### src/rbst_pkg.sv
`default_nettype none
// ----------------------------------------------------------------------------
// rbst_pkg
// Shared types and constants of the ray / box slab test pipeline.
// ----------------------------------------------------------------------------
package rbst_pkg;

  localparam int FRAC_BITS = 16;
  localparam int CFG_IDX_W = 3;

  typedef enum logic [CFG_IDX_W-1:0] {
    CFG_BOX_MIN_X = 3'd0,
    CFG_BOX_MIN_Y = 3'd1,
    CFG_BOX_MIN_Z = 3'd2,
    CFG_BOX_MAX_X = 3'd3,
    CFG_BOX_MAX_Y = 3'd4,
    CFG_BOX_MAX_Z = 3'd5
  } cfg_idx_t;

  typedef struct packed {
    logic signed [31:0] origin_x;
    logic signed [31:0] origin_y;
    logic signed [31:0] origin_z;
    logic signed [31:0] inv_dir_x;
    logic signed [31:0] inv_dir_y;
    logic signed [31:0] inv_dir_z;
  } in_req_t;

  typedef struct packed {
    logic               hit;
    logic signed [31:0] t_enter;
    logic signed [31:0] t_exit;
  } out_res_t;

  // near and far slab distances of one axis
  typedef struct packed {
    logic signed [31:0] t_near;
    logic signed [31:0] t_far;
  } slab_t;

  // per-stage load enables
  typedef struct packed {
    logic s1;
    logic s2;
    logic s3;
    logic s4;
    logic s5;
  } pipe_en_t;

endpackage
`default_nettype wire

### src/rbst_merge.sv
`default_nettype none
// ----------------------------------------------------------------------------
// rbst_merge
// Interval narrowing in two stages: x with y, then the result with z.
// Rejection forces the distances to zero.
// ----------------------------------------------------------------------------
module rbst_merge (
  input  wire                  clk,
  input  rbst_pkg::pipe_en_t   en,
  input  rbst_pkg::slab_t      slab_x,
  input  rbst_pkg::slab_t      slab_y,
  input  rbst_pkg::slab_t      slab_z,
  output rbst_pkg::out_res_t   res
);
  import rbst_pkg::*;

  logic               hit_xy_r, hit_xy_nxt;
  logic signed [31:0] t0_r, t1_r, t0_nxt, t1_nxt;
  slab_t              z_r;
  out_res_t           res_r, res_nxt;

  always_comb begin
    hit_xy_nxt = !((slab_x.t_near > slab_y.t_far) || (slab_y.t_near > slab_x.t_far));
    t0_nxt = (slab_y.t_near > slab_x.t_near) ? slab_y.t_near : slab_x.t_near;
    t1_nxt = (slab_y.t_far < slab_x.t_far) ? slab_y.t_far : slab_x.t_far;
  end

  always_comb begin
    res_nxt = '0;
    if (hit_xy_r && !((t0_r > z_r.t_far) || (z_r.t_near > t1_r))) begin
      res_nxt.hit     = 1'b1;
      res_nxt.t_enter = (z_r.t_near > t0_r) ? z_r.t_near : t0_r;
      res_nxt.t_exit  = (z_r.t_far < t1_r) ? z_r.t_far : t1_r;
    end
  end

  always_ff @(posedge clk) begin
    if (en.s4) begin
      hit_xy_r <= hit_xy_nxt;
      t0_r     <= t0_nxt;
      t1_r     <= t1_nxt;
      z_r      <= slab_z;
    end
    if (en.s5) begin
      res_r <= res_nxt;
    end
  end

  assign res = res_r;

endmodule
`default_nettype wire

### config.mk
export PLATFORM = sky130hd
export DESIGN_NAME = rbst_merge
export DESIGN_NICKNAME = d
export VERILOG_FILES = /design/src/rbst_pkg.sv /design/src/rbst_merge.sv
export SDC_FILE = /design/constraint.sdc
export NUM_CORES = 1
export LEC_CHECK = 0
export ABC_AREA = 1
export ABC_CLOCK_PERIOD_IN_PS = 3100
export BUFFER_PORTS_ARGS = -buffer_cell sky130_fd_sc_hd__buf_2
export CAP_MARGIN = 20
export CORE_UTILIZATION = 58
export CTS_CLUSTER_SIZE = 16
export DETAILED_ROUTE_END_ITERATION = 12
export PLACE_DENSITY_LB_ADDON = 0.2
export SYNTH_ARGS = -nofsm -noshare
export SYNTH_HDL_FRONTEND = slang
export SYNTH_SLANG_ARGS = --single-unit
export TNS_END_PERCENT = 100
### constraint.sdc
create_clock -name clk -period 3.1 [get_ports clk]
set_input_delay 0.155 -clock clk [delete_from_list [all_inputs] [get_ports clk]]
set_output_delay 0.155 -clock clk [all_outputs]
set_load 0.005 [all_outputs]
Word-level counts from Yosys, hierarchy flattened
Cells that the tools add are included.
{"block": "op_classes", "magnitude_cmp": 8, "mux": 5, "reduce_logical": 5}
{"cell": "$gt 32x32->1", "n": 6}
{"cell": "$mux 32", "n": 4}
{"cell": "$mux 65", "n": 1}
{"cell": "$lt 32x32->1", "n": 2}
{"cell": "$logic_not 1->1", "n": 2}
{"cell": "$logic_or 1x1->1", "n": 2}
{"cell": "$logic_and 1x1->1", "n": 1}
{"block": "word_totals", "reg_bits": 194, "out_inout_bits": 65, "elab_cells": 26}

Longest topological paths before layout
Gate-level depths: netlist of run 1.
{"block": "depth", "depth_word": 5, "ltp_mapped": 21, "mapped_depth_nobuf": 19}

Worst setup path before layout of run 1
No wires, ideal clock.
{"block": "synth_timing", "path_type": "flip-flop to flip-flop", "startpoint": "register z_r[63] (netlist bit)", "endpoint": "register res_r, in the netlist res[33], data pin", "setup_ns": 0.249, "arrival_ns": 1.925, "t_required_ns": 2.851, "path_slack_ns": 0.926, "path_stages_with_launch": 14, "n_path_buf": 2, "synth_period_minus_slack_ns": 2.174, "cell_sequence": "edfxtp_1 ha_1 nand2_1 nor2_1 nand2_1 inv_2 nand4_1 or3_1 buf_2 buf_2 nand4_1 nand2_1 nand2_1 inv_1"}
{"block": "synth_via", "elab_chain_cells": 4, "elab_cells_between_ends": 6, "classes_between": "order compare (2); mux (1); reduce/logical (3)"}
{"item": "start: declaration", "line_no": "rbst_merge.sv:19", "rtl": "slab_t z_r;"}
{"item": "start signal: assignment", "line_no": "rbst_merge.sv:42", "rtl": "z_r <= slab_z;"}
{"item": "$gt 32x32->1", "line_no": "rbst_merge.sv:30", "rtl": "if (hit_xy_r && !((t0_r > z_r.t_far) || (z_r.t_near > t1_r))) begin"}
{"item": "$logic_or 1x1->1", "line_no": "rbst_merge.sv:30"}
{"item": "$logic_not 1->1", "line_no": "rbst_merge.sv:30"}
{"item": "$logic_and 1x1->1", "line_no": "rbst_merge.sv:30"}
{"item": "end signal: assignment", "line_no": "rbst_merge.sv:45", "rtl": "res_r <= res_nxt;"}
{"item": "end: declaration", "line_no": "rbst_merge.sv:20", "rtl": "out_res_t res_r, res_nxt;"}
Several ways; a longest one is shown, not always the timed one.
A chain may end at the register's enable or synchronous reset.

Worst setup path after layout of run 1
{"block": "layout_timing", "startpoint": "register t0_r[31]", "endpoint": "register res_r, in the netlist res[17], data pin"}
{"block": "layout_via", "elab_chain_cells": 4}
{"item": "start: declaration", "line_no": "rbst_merge.sv:18", "rtl": "logic signed [31:0] t0_r, t1_r, t0_nxt, t1_nxt;"}
{"item": "start signal: assignment", "line_no": "rbst_merge.sv:40", "rtl": "t0_r <= t0_nxt;"}
{"item": "$gt 32x32->1", "line_no": "rbst_merge.sv:30"}
{"item": "$logic_or 1x1->1", "line_no": "rbst_merge.sv:30"}
{"item": "$logic_not 1->1", "line_no": "rbst_merge.sv:30"}
{"item": "$logic_and 1x1->1", "line_no": "rbst_merge.sv:30"}
Every way passes these cells.

==> reports/results.ini, run 1 <==
[clock_network]
htreeDepth = 4
cts.clk_slew.worst_paths_ns = 0.08
cts_inserted_buffers = 17
tritoncts = done
cts.path.max_buffers = 2
cts_setup_buffers = 0
clock-root-buffer = clkbuf_16
clock_latency_ns = 0.43
cts.sinks = 194

[synth]
synthTopCellsByArea = edfxtp_1, ha_1, nand2_1
ys_warn_count = 0
netlist_area_um2 = 14900
synth_cells = 1776
synth.net_count = 2228
synth_common_cells = nand2_1, inv_1, ha_1
synth_top_area_cell = edfxtp_1
async_flop_share_pct = 0
ys_seq_area_share_pct = 39.1
synth_enable_flop_cells = 194
synth_cell_types = 36
netlist.area_leader.share_pct = 39.1
ys_ff_latch = 194
syn_area_per_cell_um2 = 8.38
synth-main-ff-cell = edfxtp_1
synth.most_common_cell = nand2_1

[critical_path]
reg2reg_depth = 16
cpPeakStageDelay_ns = 0.49
crit_slowest_cell = edfxtp_1
start_kind = register
worstSetupPathType = reg2reg
crit_fanout = 65
path_buf_inv = 4
cp.required_ns = 3.41
timing.rr.end = res[17]$_SDFFCE_PN0P_
cpMostUsedCell = nand2_1
crit_family = simple AND/OR/NAND/NOR gates
r2r_slack_ns = 0.40
crit_arrival_ns = 3.00
path_cells = ha_1, nand2_1, nor2_1, nand4_1, inv_1, nand3_1, clkinv_1, nand2_1, nand2_1, nand2_1, nand2_1, nor2_1, nor2_4, buf_12, nand2_1, inv_2
r2r-start = t0_r[31]$_DFFE_PP_
cp-end-kind = register

[global_route]
grt_pass1_wl_um = 63500
grt_remaining_overflow = 0
antenna_found_initial = 2
grt_usage_pct = 31.1
grt_max_degree = 89
grt_pass1_vias = 12700

[drt]
via_per_inst = 5.49
route.detailed.drc = 0
dr.pass1.iters = 6
ant_nets = 0
vias = 13300
drt_wl_total_um = 39800
initialDrtViolationCount = 1235
wire_per_inst_um = 16.4

[sta]
hold_violations = 0
fin_ws_ns = 0.404
worst_slew_pin_slew_ns = 0.920
period_minus_slack_ns = 2.70
setup_tns_ns = 0
fmax_mhz = 371
max-slew-margin-rel_pct = 38.7
final_max_slew_viol_count = 0
finalSetupViolations = 0
rsz0062_at_grt = no
skew_ns = 0.0134
fin_crit_sh_pct = 87.0

[min_path]
whs_endpoint = t1_r[27]$_DFFE_PP_
min_path_type = in2reg
holdPathStages = 3
hold_start = slab_x[27]

[run]
maxCapViolations = 0

[placement]
pre_cts_slack_ns = 0.286
hpwlAfterDp_um = 31400
gp_congestion = 0.943
port_buffers = 259
dpl-instance-area_um2 = 16500

[final_layout]
fill_cells = 1970
final_cell_area_um2 = 17700
final_layout_size_suffix_gt1_share_pct = 16.5
finish.utilization_pct = 70.4
syn2layout_area_growth_pct = 19.0
fin_nets = 2531

[floorplanning]
io_pins = 263
fp.dieW_um = 162
die_h_um = 162
start_util_pct = 59.1
core_area_um2 = 25200
rows = 58
die_area_um2 = 26300

[status]
outcome = finished, final reports clean

[power]
ir_worst_vdd_mv = 0.312
power-per-cell-area_nw_per_um2 = 475
power_leakage_nw = 9.64

-- cell usage in the layout, fill, tap and decap left out, drive strengths merged --
cell type | synthesis | final
o21ai | 32 | 32
a31oi | 1 | 1
or2 | 1 | 1
dlygate4sd3 | 0 | 64
a21oi | 121 | 121
clkbuf | 21 | 18
nor3 | 9 | 9
clkinvlp | 0 | 1
a211oi | 3 | 3
nand2 | 466 | 466
ha | 254 | 254
nor4 | 4 | 4
o211ai | 4 | 4
o21a | 6 | 6
inv | 304 | 311
o21bai | 2 | 2
nor2 | 58 | 58
nor3b | 4 | 4
a21o | 5 | 5
buf | 35 | 276
clkinv | 1 | 6
nor4b | 1 | 1
edfxtp | 194 | 194
nand3b | 5 | 5
nand4 | 89 | 89
diode | 0 | 2
or3 | 1 | 1
nand3 | 154 | 154
bufinv | 0 | 1
and3 | 1 | 1
-- cell type report --
| cell class | instances | area, um^2 | area share [%] |
|---|---|---|---|
| clock buffer | 18 | 429 | 2.42 |
| timing repair buffer | 340 | 2100 | 11.9 |
| sequential | 194 | 5830 | 32.9 |
| clock inverter | 14 | 166 | 0.939 |
| tap | 330 | 413 | 2.33 |
| multi-input combinational | 1221 | 7630 | 43.1 |
| antenna | 2 | 5.00 | 0.0283 |
| inverter | 305 | 1140 | 6.46 |
-- registers in the layout (all words and copies together), names as in the netlist --
signal and count:
hit_xy_r 1, res 65, t0_r 32, t1_r 32, z_r 64
-- metrics by stage --
step	cells	hold WS, ns	total power, mW
finish	2424	0.0317	8.41
global route	2423	0.0429	8.96
CTS	2422	0.0229	8.39
detailed placement	2326	0.333	6.13
global placement	2326	0.332	5.99
floorplan	1776	0.254	5.26
-- worst max path at each step --
stage	startpoint	cells after the start	slack, ns	endpoint
2_1_floorplan	z_r[63]$_DFFE_PP_	13	0.93	res[33]$_SDFFCE_PN0P_
4_1_cts	t0_r[31]$_DFFE_PP_	13	0.19	res[32]$_SDFFCE_PN0P_
3_3_place_gp	t0_r[31]$_DFFE_PP_	13	0.39	res[58]$_SDFFCE_PN0P_
5_1_grt	t0_r[31]$_DFFE_PP_	16	0.19	res[32]$_SDFFCE_PN0P_
3_5_place_dp	t0_r[31]$_DFFE_PP_	13	0.29	res[32]$_SDFFCE_PN0P_
6_report	t0_r[31]$_DFFE_PP_	16	0.40	res[17]$_SDFFCE_PN0P_
-- worst min-delay path: stages --
cell and delay (ns):
buf_2 0.09, nand3_1 0.06, nand2_1 0.06
-- cells by family (layout without fill, tap and decap cells) --
kind of cell,Yosys count,after routing,share of synthesized area (%)
simple gates,793,793,23.6
compound gates,174,174,6.19
other cells,0,2,0
fa+ha+maj,254,254,21.3
flops,194,194,39.1
buf+inv,361,677,9.71
-- metal layers --
metal  vias to the layer above  track usage, %  routed length (um)
li1                       6619               -                   -
met1                      6045            43.8               18100
met2                       560            49.3               17700
met3                        77            3.27                2810
met4                         0            11.6                1140
met5                         -               0                   0
-- power by group --
part	leakage [nW]	total (mW)	switching [mW]	internal (mW)
clock network	0.290	2.20	1.04	1.16
registers	1.95	3.49	0.254	3.24
logic	7.39	2.72	1.68	1.04
total	9.64	8.41	2.98	5.44
-- what timing repair did --
action / CTS / global route
setup endpoints to repair: 0 / 3
resized for setup: 0 / 1
hold buffers: 64 / 0
hold endpoints to repair: 64 / 0
(Power assumes the default switching activity.)
==> inputs of run 2 (changes only) <==
==> constraint.sdc (replaced) <==
create_clock -name clk -period 3.1 [get_ports clk]
set_input_delay 0.31 -clock clk [delete_from_list [all_inputs] [get_ports clk]]
set_output_delay 0.31 -clock clk [all_outputs]
set_load 0.005 [all_outputs]
==> reports/results.ini, run 2 (same netlist as run 1, synthesis figures left out) <==
[clock_network]
cts_inserted_buffers = 17
clock_latency_ns = 0.44
tritoncts = done
cts.path.max_buffers = 2
cts.clk_slew.worst_paths_ns = 0.07
htreeDepth = 4
cts.sinks = 194
clock-root-buffer = clkbuf_16

[global_route]
grt_remaining_overflow = 0
grt_pass1_vias = 12000
grt_usage_pct = 29.6
grt_max_degree = 66
antenna_found_initial = 3
grt_pass1_wl_um = 59900

[final_layout]
largest_reg_flops = 65
layout_commonest_cell = nand2_1
regArea_um2 = 5830
instances_no_fill = 2373
final_cell_mix = nand2_1, inv_1, buf_2
final_layout_size_suffix_gt1_share_pct = 17.5
fill_cells = 2066
multi_input_area_um2 = 7630
syn2layout_area_growth_pct = 15.4
fin_nets = 2481

[status]
outcome = finished, final reports clean

[placement]
port_buffers = 259
hpwlAfterDp_um = 31900
dp.cells = 2336
gp_congestion = 0.950

[drt]
vias = 13000
ant_nets = 0
dr.pass1.iters = 5
initialDrtViolationCount = 1042
drt_wl_total_um = 38600
route.detailed.drc = 0
wire_per_inst_um = 16.3
via_per_inst = 5.48

[floorplanning]
die_area_um2 = 26300
io_pins = 263
core_area_um2 = 25200
rows = 58
start_util_pct = 59.1
die_h_um = 162
fp.dieW_um = 162

[sta]
skew_ns = 0.0152
finalSetupViolations = 0
max-slew-margin-rel_pct = 44.7
hold_violations = 0
fmax_mhz = 343
final_max_slew_viol_count = 0
rsz0062_at_grt = no
period_minus_slack_ns = 2.92
fin_crit_sh_pct = 94.1
worst_slew_pin_slew_ns = 0.830
setup_tns_ns = 0

[critical_path]
worstSetupPathType = reg2reg
cp.required_ns = 3.29
cp-end-kind = register
crit_fanout = 32
start_kind = register
crit_arrival_ns = 3.11

[power]
power_leakage_nw = 9.44
ir_worst_vdd_mv = 0.387
power-per-cell-area_nw_per_um2 = 485

[min_path]
min_path_type = in2reg

[run]
maxCapViolations = 0

==> run 2: layout make-up <==
cell class | count | area share (%)
Antenna cell | 1 | 0.0146
Clock buffer | 17 | 2.47
Clock inverter | 15 | 0.844
Inverter | 305 | 6.66
Multi-Input combinational cell | 1222 | 44.4
Sequential cell | 194 | 33.9
Tap cell | 330 | 2.40
Timing Repair Buffer | 289 | 9.30
==> run 2: through the flow <==
stage / worst slack (ns) / instance area [um^2] / hold slack (ns) / utilization (%) / power (mW)
2_1_floorplan: 0.926 / 14900 / 0.409 / - / 5.26
4_1_cts: 0.0215 / 17200 / 0.0329 / 68.1 / 8.30
5_1_grt: 0.000282 / 17200 / 0.0346 / 68.3 / 8.86
3_3_place_gp: 0.143 / 16600 / 0.487 / 65.9 / 6.05
6_report: 0.184 / 17200 / 0.0452 / 68.3 / 8.33
3_5_place_dp: 0.0510 / 16600 / 0.488 / 65.9 / 6.17
==> run 2: worst paths after layout <==
path | from | end | slack [ns] | cells after the start
worst max-delay path | t0_r[31]$_DFFE_PP_ | res[47]$_SDFFCE_PN0P_ | 0.18 | 14
worst min-delay path | slab_z[26] | z_r[26]$_DFFE_PP_ | 0.05 | 1
worst max register to register | t0_r[31]$_DFFE_PP_ | res[47]$_SDFFCE_PN0P_ | 0.18 | 14
worst min register to register | t1_r[19]$_DFFE_PP_ | res[19]$_SDFFCE_PN0P_ | 0.65 | 4
==> run 2: routing by layer <==
layer | GRT usage, % | routed length [um]
met5 | 0 | 26
met1 | 41.9 | 17600
met2 | 47.1 | 17200
met3 | 3.63 | 2870
met4 | 9.52 | 865
==> run 2: what timing repair did <==
action / 4_1_cts / 5_1_grt
setup endpoints to repair: 0 / 49
hold buffers: 0 / 0
setup buffers: 0 / 3
gates resized for setup: 0 / 1
==> run 2: worst max-delay path: stages, from the launching register on <==
cell,delay (ns)
edfxtp_1,0.43
buf_4,0.17
inv_1,0.06
ha_1,0.27
nand2_1,0.10
nor2_1,0.06
nand2_1,0.11
inv_2,0.05
nand4_1,0.11
or3_1,0.54
nand3_4,0.44
nand2_1,0.18
nand2_1,0.06
nand2_1,0.07
inv_1,0.03
==> run 2: report_power, final <==
group,switching (mW),internal (mW),total (mW),leakage (nW)
logic,1.66,1.04,2.70,7.21
registers,0.245,3.24,3.49,1.95
clock network,1.01,1.13,2.14,0.281
total,2.92,5.41,8.33,9.44
